## config.mk

```make
export PLATFORM = sky130hd
export DESIGN_NAME = rgb_led_pwm_command_controller_top_flat
export DESIGN_NICKNAME = d
export VERILOG_FILES = /design/src/rtl/rlpc_pkg.sv /design/src/rtl/rlpc_if.sv /design/src/rtl/rgb_led_pwm_command_controller_top.sv /design/src/rtl/rlpc_front.sv /design/src/rtl/rlpc_fifo.sv /design/src/rtl/rlpc_back.sv /design/src/flat_wrapper.sv
export SDC_FILE = /design/constraint.sdc
export NUM_CORES = 1
export LEC_CHECK = 0
export ABC_AREA = 1
export BUFFER_PORTS_ARGS = -buffer_cell sky130_fd_sc_hd__buf_4
export CORE_ASPECT_RATIO = 1.75
export CORE_UTILIZATION = 55
export CTS_CLUSTER_SIZE = 12
export DETAILED_ROUTE_END_ITERATION = 6
export GPL_ROUTABILITY_DRIVEN = 0
export PLACE_DENSITY_LB_ADDON = 0.1
export RECOVER_POWER = 25
export SLEW_MARGIN = 25
export SYNTH_ARGS = -nofsm -noshare
export SYNTH_HDL_FRONTEND = slang
export SYNTH_SLANG_ARGS = --single-unit
export TNS_END_PERCENT = 5
```

## constraint.sdc

```tcl
create_clock -name clk -period 5.2 [get_ports clk]
set_input_delay 0.78 -clock clk [delete_from_list [all_inputs] [get_ports clk]]
set_output_delay 0.78 -clock clk [all_outputs]
set_load 0.01 [all_outputs]
```

## src/rtl/rlpc_pkg.sv

```systemverilog
// Shared types, character codes and lookup functions for the RGB LED PWM command controller.
package rlpc_pkg;

    localparam int LEVEL_W  = 7;
    localparam int DELAY_W  = 34;
    localparam int TICK_W   = 16;
    localparam int BYTE_W   = 8;
    localparam int SEL_W    = 2;
    localparam int DIGIT_W  = 4;
    localparam int FIFO_DEPTH = 2;

    localparam logic [TICK_W-1:0]  TICK_RESET  = 16'd100;
    localparam logic [DELAY_W-1:0] DELAY_RESET = 34'd100000;

    localparam logic [BYTE_W-1:0] CH_COLON = 8'h3A;
    localparam logic [BYTE_W-1:0] CH_NL    = 8'h0A;
    localparam logic [BYTE_W-1:0] CH_R     = 8'h52;
    localparam logic [BYTE_W-1:0] CH_G     = 8'h47;
    localparam logic [BYTE_W-1:0] CH_B     = 8'h42;
    localparam logic [BYTE_W-1:0] CH_A     = 8'h41;
    localparam logic [BYTE_W-1:0] CH_E     = 8'h45;
    localparam logic [BYTE_W-1:0] CH_N     = 8'h4E;
    localparam logic [BYTE_W-1:0] CH_F     = 8'h46;
    localparam logic [BYTE_W-1:0] CH_ZERO  = 8'h30;
    localparam logic [BYTE_W-1:0] CH_ONE   = 8'h31;
    localparam logic [BYTE_W-1:0] CH_NINE  = 8'h39;

    localparam logic [SEL_W-1:0] SEL_RED   = 2'd0;
    localparam logic [SEL_W-1:0] SEL_GREEN = 2'd1;
    localparam logic [SEL_W-1:0] SEL_BLUE  = 2'd2;

    typedef enum logic [1:0] {
        ST_OK,
        ST_BAD_CHAN,
        ST_BAD_SECOND,
        ST_BAD_DIGIT
    } status_t;

    typedef enum logic [1:0] {
        OP_TICK,
        OP_NOP,
        OP_CMD
    } op_kind_t;

    typedef enum logic [2:0] {
        CMD_NONE,
        CMD_RAMP_ON,
        CMD_RAMP_OFF,
        CMD_DELAY,
        CMD_POWER
    } cmd_t;

    typedef struct packed {
        op_kind_t             kind;
        cmd_t                 cmd;
        status_t              status;
        logic                 all;
        logic [SEL_W-1:0]     sel;
        logic [DIGIT_W-1:0]   mant;
        logic [DIGIT_W-1:0]   expo;
        logic [LEVEL_W-1:0]   power;
    } op_t;

    function automatic logic is_digit(input logic [BYTE_W-1:0] b);
        return (b >= CH_ZERO) && (b <= CH_NINE);
    endfunction

    function automatic logic [DELAY_W-1:0] pow10(input logic [DIGIT_W-1:0] p);
        logic [DELAY_W-1:0] r;
        case (p)
            4'd0:    r = 34'd1;
            4'd1:    r = 34'd10;
            4'd2:    r = 34'd100;
            4'd3:    r = 34'd1000;
            4'd4:    r = 34'd10000;
            4'd5:    r = 34'd100000;
            4'd6:    r = 34'd1000000;
            4'd7:    r = 34'd10000000;
            4'd8:    r = 34'd100000000;
            4'd9:    r = 34'd1000000000;
            default: r = '0;
        endcase
        return r;
    endfunction

endpackage

```

## src/rtl/rlpc_if.sv

```systemverilog
// Handshake channel interfaces: request, result and configuration write.
interface rlpc_req_if;
    logic       valid;
    logic       ready;
    logic       req_type;
    logic [7:0] rx_byte;

    modport source (output valid, output req_type, output rx_byte, input ready);
    modport sink   (input valid, input req_type, input rx_byte, output ready);
endinterface

interface rlpc_rsp_if;
    logic       valid;
    logic       ready;
    logic       led_red;
    logic       led_green;
    logic       led_blue;
    logic       cmd_done;
    logic [1:0] cmd_status;

    modport source (output valid, output led_red, output led_green, output led_blue,
                    output cmd_done, output cmd_status, input ready);
    modport sink   (input valid, input led_red, input led_green, input led_blue,
                    input cmd_done, input cmd_status, output ready);
endinterface

interface rlpc_cfg_if;
    logic        valid;
    logic        ready;
    logic [15:0] tick_period_us;

    modport source (output valid, output tick_period_us, input ready);
    modport sink   (input valid, input tick_period_us, output ready);
endinterface

```

## src/rtl/rgb_led_pwm_command_controller_top.sv

```systemverilog
// Top level of the RGB LED PWM command controller: front end, op queue and back end.
// Three-channel LED dimmer. Each request transfer is either a PWM tick (req_type 0) or a
// command byte (req_type 1), and every request gives exactly one result transfer, in order.
// A ':' opens a message; MSG_LEN bytes or a newline close it, and the closing transfer
// reports cmd_done with cmd_status (0 ok, 1 bad channel letter, 2 bad second character,
// 3 bad digit). Messages: "xEN"/"xEF" switch the breathing ramp on/off, "xEdp" sets the
// ramp delay to d*10^p us, "x0dd"/"x1dd" set power saturated at PWM_STEPS, where x is
// R, G, B or A (all). A tick drives the LED outputs from phase < power, advances the
// phase modulo PWM_STEPS and spends tick_period_us of ramp delay; each elapsed delay
// writes the ramp level into the next enabled channel. Throughput is one request per clock
// while results are taken: the front end decodes a byte in the cycle it is accepted, a
// two-entry op queue decouples it from the back end, and the back end executes one op per
// cycle into a result register unless an untaken result holds it. Ops go through the queue
// even when it is empty. A stalled result fills the queue, after which req.ready drops.
// tick_period_us (reset 100) is written through the cfg channel, which is always ready;
// write it only while no request is outstanding. No clearing pass after reset.
module rgb_led_pwm_command_controller_top #(
    parameter int NUM_CHANNELS = 3,
    parameter int MSG_LEN      = 5,
    parameter int PWM_STEPS    = 100
) (
    input  logic       clk,
    input  logic       rst_n,
    rlpc_req_if.sink   req,
    rlpc_rsp_if.source rsp,
    rlpc_cfg_if.sink   cfg
);
    import rlpc_pkg::*;

    // decoded op from the front end into the queue
    op_t  front_op;
    logic front_valid;
    logic front_ready;

    // queue head into the back end
    op_t  back_op;
    logic back_valid;
    logic back_ready;

    rlpc_front #(
        .NUM_CHANNELS (NUM_CHANNELS),
        .MSG_LEN      (MSG_LEN),
        .PWM_STEPS    (PWM_STEPS)
    ) u_front (
        .clk      (clk),
        .rst_n    (rst_n),
        .req      (req),
        .op       (front_op),
        .op_valid (front_valid),
        .op_ready (front_ready)
    );

    rlpc_fifo u_fifo (
        .clk      (clk),
        .rst_n    (rst_n),
        .wr_data  (front_op),
        .wr_valid (front_valid),
        .wr_ready (front_ready),
        .rd_data  (back_op),
        .rd_valid (back_valid),
        .rd_ready (back_ready)
    );

    // back end owns all LED, ramp and config state plus the result register
    rlpc_back #(
        .NUM_CHANNELS (NUM_CHANNELS),
        .PWM_STEPS    (PWM_STEPS)
    ) u_back (
        .clk      (clk),
        .rst_n    (rst_n),
        .op       (back_op),
        .op_valid (back_valid),
        .op_ready (back_ready),
        .cfg      (cfg),
        .rsp      (rsp)
    );

endmodule

```

## src/rtl/rlpc_front.sv

```systemverilog
// Front end: takes request transfers, assembles messages and decodes them into ops.
module rlpc_front #(
    parameter int NUM_CHANNELS = 3,
    parameter int MSG_LEN      = 5,
    parameter int PWM_STEPS    = 100
) (
    input  logic           clk,
    input  logic           rst_n,
    rlpc_req_if.sink       req,
    output rlpc_pkg::op_t  op,
    output logic           op_valid,
    input  logic           op_ready
);
    import rlpc_pkg::*;

    localparam int CNT_W = $clog2(MSG_LEN);
    localparam int KEEP  = 4;   // only the first four bytes are interpreted

    logic                in_msg_reg, in_msg_next;
    logic [CNT_W-1:0]    count_reg, count_next;
    logic [BYTE_W-1:0]   bytes_reg [KEEP];
    logic [BYTE_W-1:0]   bytes_next [KEEP];
    logic [BYTE_W-1:0]   view [KEEP];

    logic                accept;
    logic                is_nl;
    logic                last;
    logic                letter_ok;
    logic                all_w;
    logic [SEL_W-1:0]    sel_w;
    logic                chan_ok;
    logic                digits_ok;
    logic [BYTE_W-1:0]   pw_sum;

    assign accept   = req.valid && op_ready;
    assign req.ready = op_ready;
    assign op_valid = req.valid;

    assign is_nl = (req.rx_byte == CH_NL);
    assign last  = is_nl || (count_reg == CNT_W'(MSG_LEN - 1));

    // message as it stands with the current byte folded in
    always_comb
    begin
        for (int k = 0; k < KEEP; k++)
        begin
            if (!is_nl && ({1'b0, count_reg} == (CNT_W+1)'(k)))
                view[k] = req.rx_byte;
            else
                view[k] = bytes_reg[k];
        end
    end

    always_comb
    begin
        letter_ok = 1'b1;
        all_w     = 1'b0;
        sel_w     = SEL_RED;
        case (view[0])
            CH_R:    sel_w = SEL_RED;
            CH_G:    sel_w = SEL_GREEN;
            CH_B:    sel_w = SEL_BLUE;
            CH_A:    all_w = 1'b1;
            default: letter_ok = 1'b0;
        endcase
    end

    assign chan_ok   = letter_ok && (all_w || (int'(sel_w) < NUM_CHANNELS));
    assign digits_ok = is_digit(view[2]) && is_digit(view[3]);
    assign pw_sum    = (view[1][0] ? 8'd100 : 8'd0)
                     + BYTE_W'(view[2][3:0]) * 8'd10
                     + BYTE_W'(view[3][3:0]);

    always_comb
    begin
        op.all    = all_w;
        op.sel    = sel_w;
        op.mant   = view[2][DIGIT_W-1:0];
        op.expo   = view[3][DIGIT_W-1:0];
        op.power  = (pw_sum > BYTE_W'(PWM_STEPS)) ? LEVEL_W'(PWM_STEPS) : pw_sum[LEVEL_W-1:0];
        op.cmd    = CMD_NONE;
        op.status = ST_OK;
        if (!req.req_type)
            op.kind = OP_TICK;
        else if (in_msg_reg && last)
            op.kind = OP_CMD;
        else
            op.kind = OP_NOP;

        if (!chan_ok)
            op.status = ST_BAD_CHAN;
        else if (view[1] == CH_E)
        begin
            if (view[2] == CH_N)
                op.cmd = CMD_RAMP_ON;
            else if (view[2] == CH_F)
                op.cmd = CMD_RAMP_OFF;
            else if (digits_ok)
                op.cmd = CMD_DELAY;
            else
                op.status = ST_BAD_DIGIT;
        end
        else if ((view[1] == CH_ZERO) || (view[1] == CH_ONE))
        begin
            if (digits_ok)
                op.cmd = CMD_POWER;
            else
                op.status = ST_BAD_DIGIT;
        end
        else
            op.status = ST_BAD_SECOND;
    end

    always_comb
    begin
        in_msg_next = in_msg_reg;
        count_next  = count_reg;
        bytes_next  = bytes_reg;
        if (accept && req.req_type)
        begin
            if (!in_msg_reg)
            begin
                if (req.rx_byte == CH_COLON)
                begin
                    in_msg_next = 1'b1;
                    count_next  = '0;
                    for (int k = 0; k < KEEP; k++)
                        bytes_next[k] = '0;
                end
            end
            else if (last)
            begin
                in_msg_next = 1'b0;
                count_next  = '0;
            end
            else
            begin
                count_next = count_reg + 1'b1;
                if ({1'b0, count_reg} < (CNT_W+1)'(KEEP))
                    bytes_next[count_reg[1:0]] = req.rx_byte;
            end
        end
    end

    always_ff @(posedge clk or negedge rst_n)
    begin
        if (!rst_n)
        begin
            in_msg_reg <= 1'b0;
            count_reg  <= '0;
        end
        else
        begin
            in_msg_reg <= in_msg_next;
            count_reg  <= count_next;
        end
    end

    // message bytes are cleared by the opening colon, not by reset
    always_ff @(posedge clk)
    begin
        bytes_reg <= bytes_next;
    end

endmodule

```

## src/rtl/rlpc_fifo.sv

```systemverilog
// Short op queue between the front end and the execution back end.
module rlpc_fifo (
    input  logic           clk,
    input  logic           rst_n,
    input  rlpc_pkg::op_t  wr_data,
    input  logic           wr_valid,
    output logic           wr_ready,
    output rlpc_pkg::op_t  rd_data,
    output logic           rd_valid,
    input  logic           rd_ready
);
    import rlpc_pkg::*;

    localparam int PTR_W = (FIFO_DEPTH > 1) ? $clog2(FIFO_DEPTH) : 1;
    localparam int CNT_W = $clog2(FIFO_DEPTH + 1);

    op_t               mem_reg [FIFO_DEPTH];
    logic [PTR_W-1:0]  wr_ptr_reg, wr_ptr_next;
    logic [PTR_W-1:0]  rd_ptr_reg, rd_ptr_next;
    logic [CNT_W-1:0]  count_reg, count_next;
    logic              push, pop;

    assign wr_ready = (count_reg != CNT_W'(FIFO_DEPTH));
    assign rd_valid = (count_reg != '0);
    assign rd_data  = mem_reg[rd_ptr_reg];
    assign push     = wr_valid && wr_ready;
    assign pop      = rd_valid && rd_ready;

    always_comb
    begin
        wr_ptr_next = wr_ptr_reg;
        rd_ptr_next = rd_ptr_reg;
        count_next  = count_reg;
        if (push)
            wr_ptr_next = (wr_ptr_reg == PTR_W'(FIFO_DEPTH - 1)) ? '0 : wr_ptr_reg + 1'b1;
        if (pop)
            rd_ptr_next = (rd_ptr_reg == PTR_W'(FIFO_DEPTH - 1)) ? '0 : rd_ptr_reg + 1'b1;
        if (push && !pop)
            count_next = count_reg + 1'b1;
        else if (pop && !push)
            count_next = count_reg - 1'b1;
    end

    always_ff @(posedge clk or negedge rst_n)
    begin
        if (!rst_n)
        begin
            wr_ptr_reg <= '0;
            rd_ptr_reg <= '0;
            count_reg  <= '0;
        end
        else
        begin
            wr_ptr_reg <= wr_ptr_next;
            rd_ptr_reg <= rd_ptr_next;
            count_reg  <= count_next;
        end
    end

    always_ff @(posedge clk)
    begin
        if (push)
            mem_reg[wr_ptr_reg] <= wr_data;
    end

    a_count_bound: assert property (@(posedge clk) disable iff (!rst_n)
        count_reg <= CNT_W'(FIFO_DEPTH))
        else $error("queue count above depth");

    a_count_down: assert property (@(posedge clk) disable iff (!rst_n)
        pop && !push |=> count_reg == $past(count_reg) - 1'b1)
        else $error("queue count did not drop on pop");

    a_count_up: assert property (@(posedge clk) disable iff (!rst_n)
        push && !pop |=> count_reg == $past(count_reg) + 1'b1)
        else $error("queue count did not rise on push");

endmodule

```

## src/rtl/rlpc_back.sv

```systemverilog
// Back end: executes ticks and commands, holds PWM and ramp state, drives the result register.
module rlpc_back #(
    parameter int NUM_CHANNELS = 3,
    parameter int PWM_STEPS    = 100
) (
    input  logic           clk,
    input  logic           rst_n,
    input  rlpc_pkg::op_t  op,
    input  logic           op_valid,
    output logic           op_ready,
    rlpc_cfg_if.sink       cfg,
    rlpc_rsp_if.source     rsp
);
    import rlpc_pkg::*;

    localparam int CH_W  = (NUM_CHANNELS > 1) ? $clog2(NUM_CHANNELS) : 1;
    localparam int LIT_W = (NUM_CHANNELS > 3) ? NUM_CHANNELS : 3;

    logic [TICK_W-1:0]   tick_reg, tick_next;
    logic [LEVEL_W-1:0]  phase_reg, phase_next;
    logic [LEVEL_W-1:0]  power_reg [NUM_CHANNELS];
    logic [LEVEL_W-1:0]  power_next [NUM_CHANNELS];
    logic [NUM_CHANNELS-1:0] enable_reg, enable_next;
    logic [DELAY_W-1:0]  delay_reg, delay_next;
    logic [LEVEL_W-1:0]  level_reg, level_next;
    logic                falling_reg, falling_next;
    logic [CH_W-1:0]     chan_reg, chan_next;
    logic [DELAY_W-1:0]  elapsed_reg, elapsed_next;

    logic                out_valid_reg, out_valid_next;
    logic                red_reg, red_next;
    logic                green_reg, green_next;
    logic                blue_reg, blue_next;
    logic                done_reg, done_next;
    status_t             status_reg, status_next;

    logic                take;
    logic [LIT_W-1:0]    lit;
    logic [DELAY_W:0]    sum;
    logic                step_due;
    logic                found_hi;
    logic [CH_W-1:0]     c_hi, c_lo, c_sel;
    logic [LEVEL_W-1:0]  lvl_w, lvl_adv1, lvl_adv2;
    logic                fall_w, fall_adv1, fall_adv2;

    // one move of the level along the 0..PWM_STEPS..0 walk
    function automatic logic [LEVEL_W:0] advance(input logic [LEVEL_W-1:0] lvl,
                                                 input logic fall);
        logic [LEVEL_W-1:0] l;
        logic               f;
        l = lvl;
        f = fall;
        if (!fall)
        begin
            if (lvl >= LEVEL_W'(PWM_STEPS))
            begin
                f = 1'b1;
                l = LEVEL_W'(PWM_STEPS);
            end
            else
                l = lvl + 1'b1;
        end
        else
        begin
            if (lvl == '0)
                f = 1'b0;
            else
                l = lvl - 1'b1;
        end
        return {f, l};
    endfunction

    assign op_ready  = !out_valid_reg || rsp.ready;
    assign take      = op_valid && op_ready;
    assign cfg.ready = 1'b1;

    assign rsp.valid      = out_valid_reg;
    assign rsp.led_red    = red_reg;
    assign rsp.led_green  = green_reg;
    assign rsp.led_blue   = blue_reg;
    assign rsp.cmd_done   = done_reg;
    assign rsp.cmd_status = status_reg;

    always_comb
    begin
        lit = '0;
        for (int i = 0; i < NUM_CHANNELS; i++)
            lit[i] = (phase_reg < power_reg[i]);
    end

    assign sum      = {1'b0, elapsed_reg} + (DELAY_W+1)'(tick_reg);
    assign step_due = (sum >= {1'b0, delay_reg});

    // next enabled channel at or after the ramp position, and first from zero
    always_comb
    begin
        found_hi = 1'b0;
        c_hi     = '0;
        c_lo     = '0;
        for (int i = NUM_CHANNELS - 1; i >= 0; i--)
        begin
            if (enable_reg[i])
            begin
                c_lo = CH_W'(i);
                if (CH_W'(i) >= chan_reg)
                begin
                    found_hi = 1'b1;
                    c_hi     = CH_W'(i);
                end
            end
        end
    end

    always_comb
    begin
        {fall_adv1, lvl_adv1} = advance(level_reg, falling_reg);
        if (found_hi)
        begin
            c_sel  = c_hi;
            lvl_w  = level_reg;
            fall_w = falling_reg;
        end
        else
        begin
            c_sel  = c_lo;
            lvl_w  = lvl_adv1;
            fall_w = fall_adv1;
        end
        {fall_adv2, lvl_adv2} = advance(lvl_w, fall_w);
    end

    always_comb
    begin
        tick_next      = tick_reg;
        phase_next     = phase_reg;
        power_next     = power_reg;
        enable_next    = enable_reg;
        delay_next     = delay_reg;
        level_next     = level_reg;
        falling_next   = falling_reg;
        chan_next      = chan_reg;
        elapsed_next   = elapsed_reg;
        out_valid_next = out_valid_reg;
        red_next       = red_reg;
        green_next     = green_reg;
        blue_next      = blue_reg;
        done_next      = done_reg;
        status_next    = status_reg;

        if (cfg.valid)
            tick_next = cfg.tick_period_us;

        if (take)
            out_valid_next = 1'b1;
        else if (rsp.ready)
            out_valid_next = 1'b0;

        if (take)
        begin
            red_next    = 1'b0;
            green_next  = 1'b0;
            blue_next   = 1'b0;
            done_next   = 1'b0;
            status_next = ST_OK;
            case (op.kind)
                OP_TICK:
                begin
                    red_next   = lit[0];
                    green_next = lit[1];
                    blue_next  = lit[2];
                    phase_next = (phase_reg == LEVEL_W'(PWM_STEPS - 1)) ? '0
                                                                       : phase_reg + 1'b1;
                    if (enable_reg == '0)
                        elapsed_next = '0;
                    else if (step_due)
                    begin
                        elapsed_next      = '0;
                        power_next[c_sel] = lvl_w;
                        if (c_sel == CH_W'(NUM_CHANNELS - 1))
                        begin
                            chan_next    = '0;
                            level_next   = lvl_adv2;
                            falling_next = fall_adv2;
                        end
                        else
                        begin
                            chan_next    = c_sel + 1'b1;
                            level_next   = lvl_w;
                            falling_next = fall_w;
                        end
                    end
                    else
                        elapsed_next = sum[DELAY_W-1:0];
                end
                OP_CMD:
                begin
                    done_next   = 1'b1;
                    status_next = op.status;
                    if (op.status == ST_OK)
                    begin
                        case (op.cmd)
                            CMD_RAMP_ON:
                                for (int i = 0; i < NUM_CHANNELS; i++)
                                    if (op.all || (int'(op.sel) == i))
                                        enable_next[i] = 1'b1;
                            CMD_RAMP_OFF:
                                for (int i = 0; i < NUM_CHANNELS; i++)
                                    if (op.all || (int'(op.sel) == i))
                                        enable_next[i] = 1'b0;
                            CMD_DELAY:
                                delay_next = DELAY_W'(pow10(op.expo) * DELAY_W'(op.mant));
                            CMD_POWER:
                                for (int i = 0; i < NUM_CHANNELS; i++)
                                    if (op.all || (int'(op.sel) == i))
                                        power_next[i] = op.power;
                            default:
                                ;
                        endcase
                    end
                end
                default:
                    ;
            endcase
        end
    end

    always_ff @(posedge clk or negedge rst_n)
    begin
        if (!rst_n)
        begin
            tick_reg      <= TICK_RESET;
            phase_reg     <= '0;
            for (int i = 0; i < NUM_CHANNELS; i++)
                power_reg[i] <= '0;
            enable_reg    <= '0;
            delay_reg     <= DELAY_RESET;
            level_reg     <= '0;
            falling_reg   <= 1'b0;
            chan_reg      <= '0;
            elapsed_reg   <= '0;
            out_valid_reg <= 1'b0;
        end
        else
        begin
            tick_reg      <= tick_next;
            phase_reg     <= phase_next;
            power_reg     <= power_next;
            enable_reg    <= enable_next;
            delay_reg     <= delay_next;
            level_reg     <= level_next;
            falling_reg   <= falling_next;
            chan_reg      <= chan_next;
            elapsed_reg   <= elapsed_next;
            out_valid_reg <= out_valid_next;
        end
    end

    always_ff @(posedge clk)
    begin
        red_reg    <= red_next;
        green_reg  <= green_next;
        blue_reg   <= blue_next;
        done_reg   <= done_next;
        status_reg <= status_next;
    end

    a_status_needs_done: assert property (@(posedge clk) disable iff (!rst_n)
        out_valid_reg && !done_reg |-> status_reg == ST_OK)
        else $error("status set on a result without a finished command");

    a_phase_range: assert property (@(posedge clk) disable iff (!rst_n)
        phase_reg < LEVEL_W'(PWM_STEPS))
        else $error("pwm phase out of range");

    a_chan_range: assert property (@(posedge clk) disable iff (!rst_n)
        int'(chan_reg) < NUM_CHANNELS)
        else $error("ramp channel out of range");

    a_level_range: assert property (@(posedge clk) disable iff (!rst_n)
        level_reg <= LEVEL_W'(PWM_STEPS))
        else $error("ramp level above full scale");

endmodule

```

## src/flat_wrapper.sv

```systemverilog
// flat-port wrapper written by rule: the top's interface ports become plain ports
module rgb_led_pwm_command_controller_top_flat import rlpc_pkg::*;
#(
    parameter int NUM_CHANNELS = 3,
    parameter int MSG_LEN      = 5,
    parameter int PWM_STEPS    = 100
)
  (clk, rst_n, req_valid, req_req_type, req_rx_byte, req_ready, rsp_valid, rsp_led_red, rsp_led_green, rsp_led_blue, rsp_cmd_done, rsp_cmd_status, rsp_ready, cfg_valid, cfg_tick_period_us, cfg_ready);
  rlpc_req_if req_i ();
  rlpc_rsp_if rsp_i ();
  rlpc_cfg_if cfg_i ();
  input  logic clk;
  input  logic rst_n;
  input wire logic [$bits(req_i.valid)-1:0] req_valid;
  input wire logic [$bits(req_i.req_type)-1:0] req_req_type;
  input wire logic [$bits(req_i.rx_byte)-1:0] req_rx_byte;
  output wire logic [$bits(req_i.ready)-1:0] req_ready;
  output wire logic [$bits(rsp_i.valid)-1:0] rsp_valid;
  output wire logic [$bits(rsp_i.led_red)-1:0] rsp_led_red;
  output wire logic [$bits(rsp_i.led_green)-1:0] rsp_led_green;
  output wire logic [$bits(rsp_i.led_blue)-1:0] rsp_led_blue;
  output wire logic [$bits(rsp_i.cmd_done)-1:0] rsp_cmd_done;
  output wire logic [$bits(rsp_i.cmd_status)-1:0] rsp_cmd_status;
  input wire logic [$bits(rsp_i.ready)-1:0] rsp_ready;
  input wire logic [$bits(cfg_i.valid)-1:0] cfg_valid;
  input wire logic [$bits(cfg_i.tick_period_us)-1:0] cfg_tick_period_us;
  output wire logic [$bits(cfg_i.ready)-1:0] cfg_ready;
  assign req_i.valid = req_valid;
  assign req_i.req_type = req_req_type;
  assign req_i.rx_byte = req_rx_byte;
  assign req_ready = req_i.ready;
  assign rsp_valid = rsp_i.valid;
  assign rsp_led_red = rsp_i.led_red;
  assign rsp_led_green = rsp_i.led_green;
  assign rsp_led_blue = rsp_i.led_blue;
  assign rsp_cmd_done = rsp_i.cmd_done;
  assign rsp_cmd_status = rsp_i.cmd_status;
  assign rsp_i.ready = rsp_ready;
  assign cfg_i.valid = cfg_valid;
  assign cfg_i.tick_period_us = cfg_tick_period_us;
  assign cfg_ready = cfg_i.ready;
  rgb_led_pwm_command_controller_top #(.NUM_CHANNELS(NUM_CHANNELS), .MSG_LEN(MSG_LEN), .PWM_STEPS(PWM_STEPS)) u_core (.clk(clk), .rst_n(rst_n), .req(req_i), .rsp(rsp_i), .cfg(cfg_i));
endmodule
```

==> out/metrics.yaml, run 1 <==
run_status:
  status: "finished with violations"
  violations: "max-capacitance violations, max-slew violations"
timing:
  worst_pin_slew_ns: 4.19
  setup-tns-final_ns: 0
  rsz0062_at_grt: "true"
  fin_crit_sh_pct: 95.2
  hold_viol: 0
  max_freq_ghz: 0.202
  maxSlewViolCount: 72
  setup_viol: 0
  period_minus_slack_ns: 4.95
  finalClockSkew_ns: 0.0101
  relSlewSlack_pct: -179
floorplan:
  core-area_um2: 30800
  die_w_um: 136
  ioPinCount: 39
  chipHeight_um: 237
  dieArea_um2: 32200
  rows: 85
  initial_utilization_pct: 56.1
cells_and_area:
  nets: 2442
  area_growth_pct: 8.71
  largest_reg_flops: 50
  drive_gt1_share_pct: 10.2
  stdcell_area_um2: 18800
  stdcell_count: 2625
  diodes: 0
power:
  ir_drop_v: 0.000440
  power_mw: 12.4
  p_per_area_nw_per_um2: 658
  leakage_nw: 9.11
place:
  place_hpwl_um: 35100
  dp_cells: 2583
  placedInstanceArea_um2: 18100
  port_buffers: 37
grt:
  grt_pass1_vias: 15143
  antenna_found_initial: 0
  gr-total-overflow: 0
  grt_pass1_wl_um: 72600
  grtUsageTotal_pct: 28.8
  grt_max_degree: 72
synthesis:
  yosys_register_bits: 222
  synth_area_leader_cell: "dfrtp_1"
  async_flop_share_pct: 60.4
  yosysWarnings: 0
  ys.flop_type: "dfrtp_1"
  netlist_instances: 2169
  synth_top_area_share_pct: 18.1
  syn_nets: 2394
  ys_seq_area_share_pct: 34.7
  yosys-top-cells-area: "dfrtp_1 18%, edfxtp_1 15%, nand2_1 11%"
  syn_area_per_cell_um2: 7.98
  synth_top_cells_by_count: "497 x nand2_1, 318 x inv_1, 159 x o21ai_0, 157 x nor2_1, 134 x ha_1"
  ys_types: 62
  netlist_area_um2: 17300
  synth_most_common_cell: "nand2_1"
  synth-edff-count: 88
clock_tree:
  clk_pin_slew_ns: 0.06
  cts_tree: "yes"
  cts_setup_buffers: 0
  post_cts_resized: 0
  hold_buffers: 0
  cts_made_buffers: 23
  worstSkewPairLatency_ns: 0.53
  cts_max_level: 1
  clock_path_buffers: 3
  clock_sinks: 222
  cts-root-buf: "clkbuf_16"
worst_setup_path:
  path_max_fanout: 12
  critical_path_class: "reg2reg"
  cp_data_arrival_time_ns: 5.33
  end_kind: "flip-flop"
  crit_required_ns: 5.58
  crit_path_start: "u_core.u_fifo.rd_ptr_reg"
  timing.rr.start: "u_core.u_fifo.rd_ptr_reg"
  start_kind: "flip-flop"
route:
  firstDrtPassIters: 5
  viasPerCell: 5.51
  post-route-drc-count: 0
  wire_per_inst_um: 16.8
  ant_nets: 0
  wirelength_um: 44000
  drtIter0Drc: 740
  vias: 14462
job:
  maxCapViolations: 1
hold_path:
  min_path_type: "in2reg"
  hold_start: "rsp_ready"
-- per-layer routing --
layer	share of wire, %	global-route usage, %
met1	36	28.5
met2	53	54.2
met3	3.0	2.87
met4	8.0	20.7
met5	0	0
-- path summary, 6_finish.rpt --
path | to | slack, ns | cells past startpoint
setup / recovery | u_core.u_back.delay_reg[26] | 0.25 | 22
hold / removal | u_core.u_back.rsp.valid | 0.44 | 2
setup reg to reg | u_core.u_back.delay_reg[26] | 0.25 | 22
hold reg to reg | u_core.u_fifo.count_reg[0] | 0.47 | 1
max in group asynchronous | u_core.u_back.power_reg[18] | 1.11 | 1
min in group asynchronous | u_core.u_back.delay_reg[12] | 1.72 | 1
-- layout make-up --
class / count / area (um^2)
clock buffers: 38 / 652
well taps: 391 / 489
fillers: 2852 / 12000
inverters: 340 / 1280
flip-flops and latches: 222 / 6010
clock inverters: 4 / 23.8
repair buffers: 72 / 531
multi-input cells: 1558 / 9830
-- report_power, final --
part	total [mW]	internal (mW)	switching, mW
clock network	1.54	0.854	0.683
registers	2.87	2.54	0.337
logic	7.97	2.68	5.28
total	12.4	6.07	6.30
-- cells in the final DEF (no fill, tap or decap), drive strengths merged, types with 4 or more instances in the layout --
cell type | Yosys | final
inv | 340 | 341
a21oi | 136 | 136
o21bai | 7 | 7
nand3b | 7 | 7
fa | 61 | 61
nor3 | 37 | 37
o31ai | 4 | 4
nand3 | 84 | 84
dfstp | 9 | 9
o21ai | 201 | 201
xor2 | 46 | 46
buf | 25 | 69
nand4 | 48 | 48
dfrtp | 125 | 125
o211ai | 6 | 6
nor2 | 171 | 171
a21boi | 4 | 4
mux2i | 5 | 5
mux2 | 15 | 15
clkbuf | 24 | 41
edfxtp | 88 | 88
o22ai | 16 | 16
a211oi | 5 | 5
or2 | 21 | 21
nor4 | 7 | 7
ha | 134 | 134
nand2 | 508 | 508
xnor2 | 16 | 16
a21o | 5 | 5
-- worst max-delay path, stage by stage (launching register included) --
cell and delay (ns):
dfrtp_1 0.40, buf_4 0.18, o21ai_2 0.27, inv_1 0.13, nor2_1 0.15, inv_1 0.14, nor2_1 0.14, nand2_1 0.10
fa_1 0.53, fa_1 0.54, inv_1 0.06, fa_1 0.46, nand3_1 0.10, nand3_1 0.12, a21oi_1 0.22, o21bai_1 0.14
a21boi_0 0.36, o21bai_1 0.20, nand3_1 0.10, nand2_1 0.06, or2_2 0.27, nand3_1 0.06, o21ai_0 0.07
-- metrics by stage --
stage          hold slack, ns  setup slack, ns  util [%]
2_1_floorplan           0.446            0.301         -
3_3_place_gp            0.462            0.222      58.7
3_5_place_dp            0.465            0.116      58.7
4_1_cts                 0.292            0.111      60.9
5_1_grt                 0.442           -0.156      61.0
6_report                0.440            0.251      61.0
-- logic make-up (layout without fill, tap and decap cells) --
group / after synthesis / after routing / share of synthesized area [%]
AOI/OAI and AO/OA: 392 / 392 / 12.6
muxes: 20 / 20 / 1.27
xor gates and xnor gates: 62 / 62 / 3.14
buffers and inverters: 389 / 454 / 8.86
DFF: 222 / 222 / 34.7
adders and majority gates: 195 / 195 / 16.7
other: 1 / 1 / 0.0217
and+or+nand+nor: 888 / 888 / 22.7
Power figures use the tool's default switching activity.
==> inputs of run 2 (changes only) <==
- ABC_AREA: 1 -> not set
==> run 2 against run 1 <==
  * The flow still finishes with violations (max-capacitance violations, max-slew violations)
  * Worst setup slack got worse by 0.12 ns
  * Combinational power shrank 34%
  * Register-to-register slack worse by 0.12 ns
  * Largest power group unchanged
  * Highest routed layer unchanged
==> out/metrics.yaml, run 2 <==
hold_path:
  min_path_type: "in2reg"
clock_tree:
  cts-root-buf: "clkbuf_16"
  cts_max_level: 1  # unchanged
  clock_sinks: 222  # unchanged
  clk_pin_slew_ns: 0.06  # about the same
  worstSkewPairLatency_ns: 0.54  # about the same
  cts_tree: "yes"
  cts_made_buffers: 23  # unchanged
  hold_buffers: 0  # unchanged
  clock_path_buffers: 3  # unchanged
cells_and_area:
  final_common_cell: "nand2_1"
  area_growth_pct: 12.9
  layout_common_cells: "188 x nand2_1, 144 x buf_4, 143 x inv_1, 132 x ha_1, 124 x dfrtp_1"
  drive_gt1_share_pct: 15.5  # +5.3 points
  nets: 2113  # -13%
  stdcell_count: 2294  # -13%
  largest_reg_flops: 50  # unchanged
  diodes: 0  # unchanged
  stdcell_area_um2: 19300  # +2.5%
  fill_cells: 2608  # -8.6%
synthesis:
  syn_area_per_cell_um2: 9.56  # +20%
  ys_seq_area_share_pct: 35.2  # +0.45 points
  yosys-top-cells-area: "dfrtp_1 18%, edfxtp_1 15%, ha_1 9.8%"
  synth_top_area_share_pct: 18.3  # +0.24 points
  synth_top_cells_by_count: "190 x nand2_1, 143 x inv_1, 134 x ha_1, 125 x dfrtp_1, 120 x o21ai_0"
  synth_top_family_by_area: "adder cells"
  ys_types: 88  # +42%
  synthAdderAreaFrac_pct: 17.0  # +0.22 points
  synth-compound-area-share_pct: 15.9  # +3.3 points
  syn_nets: 2012  # -16%
  netlist_area_um2: 17100  # -1.3%
  yosys.area_share.simple_pct: 16.0  # -6.7 points
  synth_mux_area_share_pct: 7.17  # +5.9 points
  synth_area_leader_cell: "dfrtp_1"
  synth_xor_area_share_pct: 3.84  # +0.71 points
  yosys_register_bits: 222  # unchanged
  async_flop_share_pct: 60.4  # unchanged
  synth_most_common_cell: "nand2_1"
  netlist_instances: 1787  # -18%
  ys.flop_type: "dfrtp_1"
  yosysWarnings: 0  # unchanged
  synth-edff-count: 88  # unchanged
floorplan:
  core-area_um2: 30600  # -0.69%
  die_w_um: 135  # -0.64%
  rows: 85  # unchanged
  dieArea_um2: 31800  # -1.3%
  chipHeight_um: 235  # -0.64%
  initial_utilization_pct: 55.8  # -0.34 points
  ioPinCount: 39  # unchanged
grt:
  grtUsageTotal_pct: 27.6  # -1.2 points
  gr-total-overflow: 0  # unchanged
  antenna_found_initial: 0  # unchanged
  grt_pass1_vias: 14082  # -7.0%
  grt_max_degree: 64  # -11%
  grt_pass1_wl_um: 69400  # -4.4%
route:
  firstDrtPassIters: 5  # unchanged
  ant_nets: 0  # unchanged
  viasPerCell: 5.91  # +7.3%
  post-route-drc-count: 0  # unchanged
  wirelength_um: 42800  # -2.8%
  wire_per_inst_um: 18.7  # +11%
  vias: 13564  # -6.2%
  drtIter0Drc: 620  # -16%
place:
  place_hpwl_um: 33200  # -5.3%
  dp_cells: 2249  # -13%
  placedInstanceArea_um2: 18400  # +1.6%
  port_buffers: 37  # unchanged
  place_ws_ns: -0.338  # -0.453 ns
run_status:
  status: "finished with violations"
  violations: "max-capacitance violations, max-slew violations"
timing:
  setup_viol: 0  # unchanged
  fin_ws_ns: 0.131  # -0.120 ns
  worst_pin_slew_ns: 3.55  # -0.633 ns
  hold_viol: 0  # unchanged
  maxSlewViolCount: 98  # +36%
  fin_crit_sh_pct: 97.5  # +2.3 points
  relSlewSlack_pct: -137  # +42 points
  finalClockSkew_ns: 0.0209  # +0.0108 ns
  period_minus_slack_ns: 5.07  # +0.120 ns
  setup-tns-final_ns: 0  # unchanged
  max_freq_ghz: 0.197  # -2.4%
worst_setup_path:
  critical_path_class: "reg2reg"
  cp_data_arrival_time_ns: 5.49  # +0.16 ns
  start_kind: "flip-flop"
  end_kind: "flip-flop"
  crit_required_ns: 5.62  # +0.04 ns
  path_max_fanout: 7  # -5
power:
  combPwrFrac_pct: 56.8  # -7.6 points
  power_frac_clock_pct: 16.8  # +4.4 points
  internal_power_mw: 5.29  # -13%
  switching_share_pct: 43.1  # -7.8 points
  ir_drop_v: 0.000377  # -14%
  p_per_area_nw_per_um2: 482  # -27%
  p_switching_mw: 4.01  # -36%
  p_seq_share_pct: 26.4  # +3.2 points
  leakage_nw: 8.73  # -4.2%
job:
  maxCapViolations: 2  # +1
-- run 2: changes by cell type in the layout (fill, tap and decap cells not counted), sizes merged, moves of 41 or more --
cell,delta
nand2,-317
inv,-197
nor2,-87
buf,+77
o21ai,-75
nor2b,+55
mux2i,+48
mux2,+42
a21oi,-41
-- run 2: stage by stage --
stage	power (mW)	utilization, %	hold WS, ns
2_1_floorplan	5.99	-	0.449
3_3_place_gp	7.51	60.0	0.467
3_5_place_dp	7.62	60.0	0.472
4_1_cts	9.25	62.4	0.246
5_1_grt	10.0	63.0	0.462
6_report	9.31	63.0	0.468
-- run 2: area by class of cell --
type	instances	area (um^2)	share of cell area, %
sequential	222	6010	31.2
tap	391	489	2.54
clock buffer	38	676	3.50
inverter	144	541	2.80
clock inverter	2	13.8	0.0714
multi-input combinational	1347	10400	54.1
timing repair buffer	150	1120	5.81
-- run 2: per-layer routing --
layer  up-vias  wire [um]  global-route usage, %
met1      6587      15300                   27.2
met3       134       1020                   2.22
met4         0       2410                   15.7
li1       6549          -                      -
met2       294      24000                   54.7
met5         -          0                      0
-- run 2: path summary, 6_finish.rpt --
check | from | end | slack (ns) | cells past startpoint
max | u_core.u_back.tick_reg[1] | u_core.u_back.power_reg[12] | 0.13 | 22
min reg2reg | u_core.u_back.delay_reg[7] | u_core.u_back.delay_reg[7] | 0.47 | 2
max reg2reg | u_core.u_back.tick_reg[1] | u_core.u_back.power_reg[12] | 0.13 | 22
max in group asynchronous | rst_n | u_core.u_back.phase_reg[4] | 1.36 | 2
min | cfg_tick_period_us[1] | u_core.u_back.tick_reg[1] | 0.47 | 3
min in group asynchronous | rst_n | u_core.u_fifo.rd_ptr_reg | 1.45 | 1
-- run 2: critical path: stages (launching register included) --
cell	delay, ns
dfrtp_1	0.38
ha_1	0.30
a21o_1	0.19
a21oi_2	0.14
o21ai_1	0.08
a31oi_2	0.30
o31ai_4	0.11
buf_4	0.17
a41o_1	0.26
nand3_2	0.09
nor2_1	0.06
xor2_1	0.15
ha_1	0.29
and4_1	0.21
nand4_1	0.12
or4b_4	0.57
o31ai_4	0.19
o21bai_2	0.12
o211ai_4	0.10
a21oi_2	0.11
or4_1	0.54
buf_6	0.17
mux2_4	0.30
-- run 2: power groups by stage --
stage	logic, mW	clock network, mW	registers, mW
floorplan	3.60	0	2.39
global placement	5.05	0	2.46
detailed placement	5.15	0	2.47
CTS	5.21	1.60	2.44
global route	5.86	1.66	2.50
finish	5.29	1.56	2.45
-- run 2: repair_timing --
item	4_1_cts	5_1_grt
pin swaps	1	14
buffers inserted	0	5
endpoints found under the setup margin	65	50
cloned	0	0
resized for setup	6	30
-- run 2: logic make-up (layout without fill, tap and decap cells) --
| group | count (synthesis) | in the layout |
|---|---|---|
| simple gates | 545 | 545 |
| compound gates | 421 | 421 |
| flops | 222 | 222 |
| buf+inv | 218 | 334 |
| fa+ha+maj | 195 | 195 |
| mux | 110 | 110 |
| xor+xnor | 75 | 75 |
| other cells | 1 | 1 |
==> inputs of run 3 (changes only) <==
- clock period: 5.2 -> 4.92 ns (I/O delays scaled with it)
==> run 3 against run 2 <==
  * The run still ends with max-capacitance violations, max-slew violations left
  * Sequential share of layout area decreased by 1.6 points
  * Power increased by 12%
  * Die area stayed put
  * Via count increased by 2.9%
  * Hold slack worse by 0.045 ns
  * Critical endpoint is now u_core.u_back.power_reg[3]
  * Highest routed layer unchanged
==> out/metrics.yaml, run 3 (synthesized netlist as in run 2, its figures left out) <==
floorplan:
  chipHeight_um: 235  # unchanged
  core-area_um2: 30600  # unchanged
  rows: 85  # unchanged
  dieArea_um2: 31800  # unchanged
  die_w_um: 135  # unchanged
  ioPinCount: 39  # unchanged
  initial_utilization_pct: 55.8  # unchanged
cells_and_area:
  fin_util_pct: 66.4  # +3.4 points
  fill_cells: 2509  # -3.8%
  final_common_cell: "buf_4"
  stdcell_area_um2: 20300  # +5.4%
  drive_gt1_share_pct: 22.1  # +6.6 points
  largest_reg_flops: 50  # unchanged
  diodes: 0  # unchanged
  nets: 2213  # +4.7%
  area_growth_pct: 19.0
  layout_common_cells: "241 x buf_4, 187 x nand2_1, 141 x inv_1, 128 x ha_1, 124 x dfrtp_1"
grt:
  grt_max_degree: 56  # -13%
  gr-total-overflow: 0  # unchanged
  antenna_found_initial: 0  # unchanged
  grtUsageTotal_pct: 28.5  # +0.90 points
  grt-busiest-layer: "met2"
  grt.met2_usage_pct: 56.6  # +1.9 points
  grt_pass1_vias: 14659  # +4.1%
  grtUsageMet1_pct: 27.6  # +0.48 points
  gr-usage-met3_pct: 2.61  # +0.39 points
  grt_pass1_wl_um: 71700  # +3.2%
power:
  switching_share_pct: 42.5  # -0.60 points
  power_frac_clock_pct: 16.1  # -0.7 points
  p_seq_share_pct: 24.8  # -1.6 points
  ir_drop_v: 0.000363  # -3.6%
  p_switching_mw: 4.43  # +10%
  internal_power_mw: 5.99  # +13%
  p_per_area_nw_per_um2: 513  # +6.2%
  combPwrFrac_pct: 59.1  # +2.3 points
  leakage_nw: 9.27  # +6.2%
worst_setup_path:
  crit_required_ns: 5.35  # -0.27 ns
  critical_path_class: "reg2reg"
  start_kind: "flip-flop"
  cp_data_arrival_time_ns: 5.34  # -0.15 ns
  crit_slowest_cell: "or4b_4"
  path_cells: "ha_1 > a21o_1 > a21oi_2 > o21ai_2 > a31oi_4 > o31ai_4 > a41oi_2 > or3_4 > nor2_4 > xor2_1 > ha_1 > and4_1 > nand4_1 > or4b_4 > o31ai_4 > o21bai_2 > o211ai_4 > a21oi_2 > or4_4 > mux2_4"
  end_kind: "flip-flop"
  worst_path_largest_cell_delay_ns: 0.60  # +0.03 ns
  path_max_fanout: 7  # unchanged
  ff2ff_path_depth: 20  # -9.1%
  rrSetupSlack_ns: 0.008  # -0.12 ns
timing:
  finalClockSkew_ns: 0.0278  # +0.00692 ns
  maxSlewViolCount: 56  # -43%
  period_minus_slack_ns: 4.91  # -0.157 ns
  worst_pin_slew_ns: 3.24  # -0.311 ns
  rsz0062_at_grt: "true"
  hold_viol: 0  # unchanged
  setup_viol: 0  # unchanged
  relSlewSlack_pct: -116  # +21 points
  max_freq_ghz: 0.204  # +3.2%
  fin_crit_sh_pct: 99.8  # +2.4 points
clock_tree:
  cts_tree: "yes"
  cts-root-buf: "clkbuf_16"
  clock_path_buffers: 3  # unchanged
  worstSkewPairLatency_ns: 0.54  # about the same
  clock_sinks: 222  # unchanged
  cts_max_level: 1  # unchanged
  clk_pin_slew_ns: 0.06  # about the same
  hold_buffers: 0  # unchanged
  cts_made_buffers: 24  # +4.3%
route:
  ant_nets: 0  # unchanged
  wirelength_um: 44100  # +3.0%
  drtIter0Drc: 697  # +12%
  wire_per_inst_um: 18.4  # -1.5%
  firstDrtPassIters: 4  # -1
  viasPerCell: 5.82  # -1.5%
  post-route-drc-count: 0  # unchanged
  vias: 13962  # +2.9%
hold_path:
  min_path_type: "in2reg"
  min_path_cells: 2  # -1
place:
  place_hpwl_um: 33800  # +1.9%
  placedInstanceArea_um2: 19100  # +3.7%
  port_buffers: 37  # unchanged
run_status:
  status: "finished with violations"
  violations: "max-capacitance violations, max-slew violations"
job:
  maxCapViolations: 1  # -1
==> run 3: layer usage <==
layer | share of wire (%) | wire length [um] | up-vias
met1 | 35 | 15400 | 6746
met3 | 2.9 | 1300 | 141
met4 | 6.0 | 2640 | 0
met2 | 56 | 24700 | 322
li1 | - | - | 6753
met5 | 0 | 0 | -
==> run 3: worst max-delay path: cells and delay by family (launching register included) <==
family,cells,cell delay (ns)
simple gates,6,2.00
compound gates,10,1.46
fa+ha+maj,2,0.55
flops,1,0.38
mux,1,0.33
xor+xnor,1,0.07
==> run 3: repair_timing <==
action / 4_1_cts / 5_1_grt
resized for setup: 45 / 52
setup buffers: 13 / 9
pin swaps: 32 / 19
setup endpoints to repair: 73 / 57
==> run 3: layout make-up <==
cell class                      count  area, um^2  share of cell area, %
Clock inverter                      6        46.3                  0.228
Clock buffer                       38         663                   3.26
Sequential cell                   222        6010                   29.6
Tap cell                          391         489                   2.41
Timing Repair Buffer              249        1900                   9.37
Multi-Input combinational cell   1347       10700                   52.5
Inverter                          144         541                   2.66
==> run 3: worst paths after layout <==
check | startpoint | end
worst max-delay path | u_core.u_back.elapsed_reg[1] | u_core.u_back.power_reg[3]
worst min-delay path | cfg_tick_period_us[8] | u_core.u_back.tick_reg[8]
worst max register to register | u_core.u_back.elapsed_reg[1] | u_core.u_back.power_reg[3]
worst min register to register | u_core.u_back.delay_reg[9] | u_core.u_back.delay_reg[9]
max in group asynchronous | rst_n | u_core.u_back.power_reg[19]
min in group asynchronous | rst_n | u_core.u_fifo.rd_ptr_reg
==> run 3: through the flow <==
step / hold WS (ns) / power (mW) / setup TNS [ns] / setup slack (ns) / std cells
finish: 0.423 / 10.4 / 0 / 0.00809 / 2397
global route: 0.410 / 11.2 / -4.33 / -0.230 / 2397
CTS: 0.166 / 10.3 / -0.0161 / -0.0126 / 2388
detailed placement: 0.469 / 8.41 / -23.15 / -0.550 / 2332
global placement: 0.465 / 8.25 / -17.08 / -0.446 / 2332
floorplan: 0.442 / 6.36 / -0.529 / -0.0395 / 1787
==> run 3: power by group through the flow <==
stage	Clock, mW	Combinational, mW	Sequential [mW]
3_3_place_gp	0	5.65	2.60
3_5_place_dp	0	5.79	2.62
6_report	1.68	6.15	2.58
5_1_grt	1.78	6.82	2.63
2_1_floorplan	0	3.83	2.53
4_1_cts	1.72	5.96	2.58
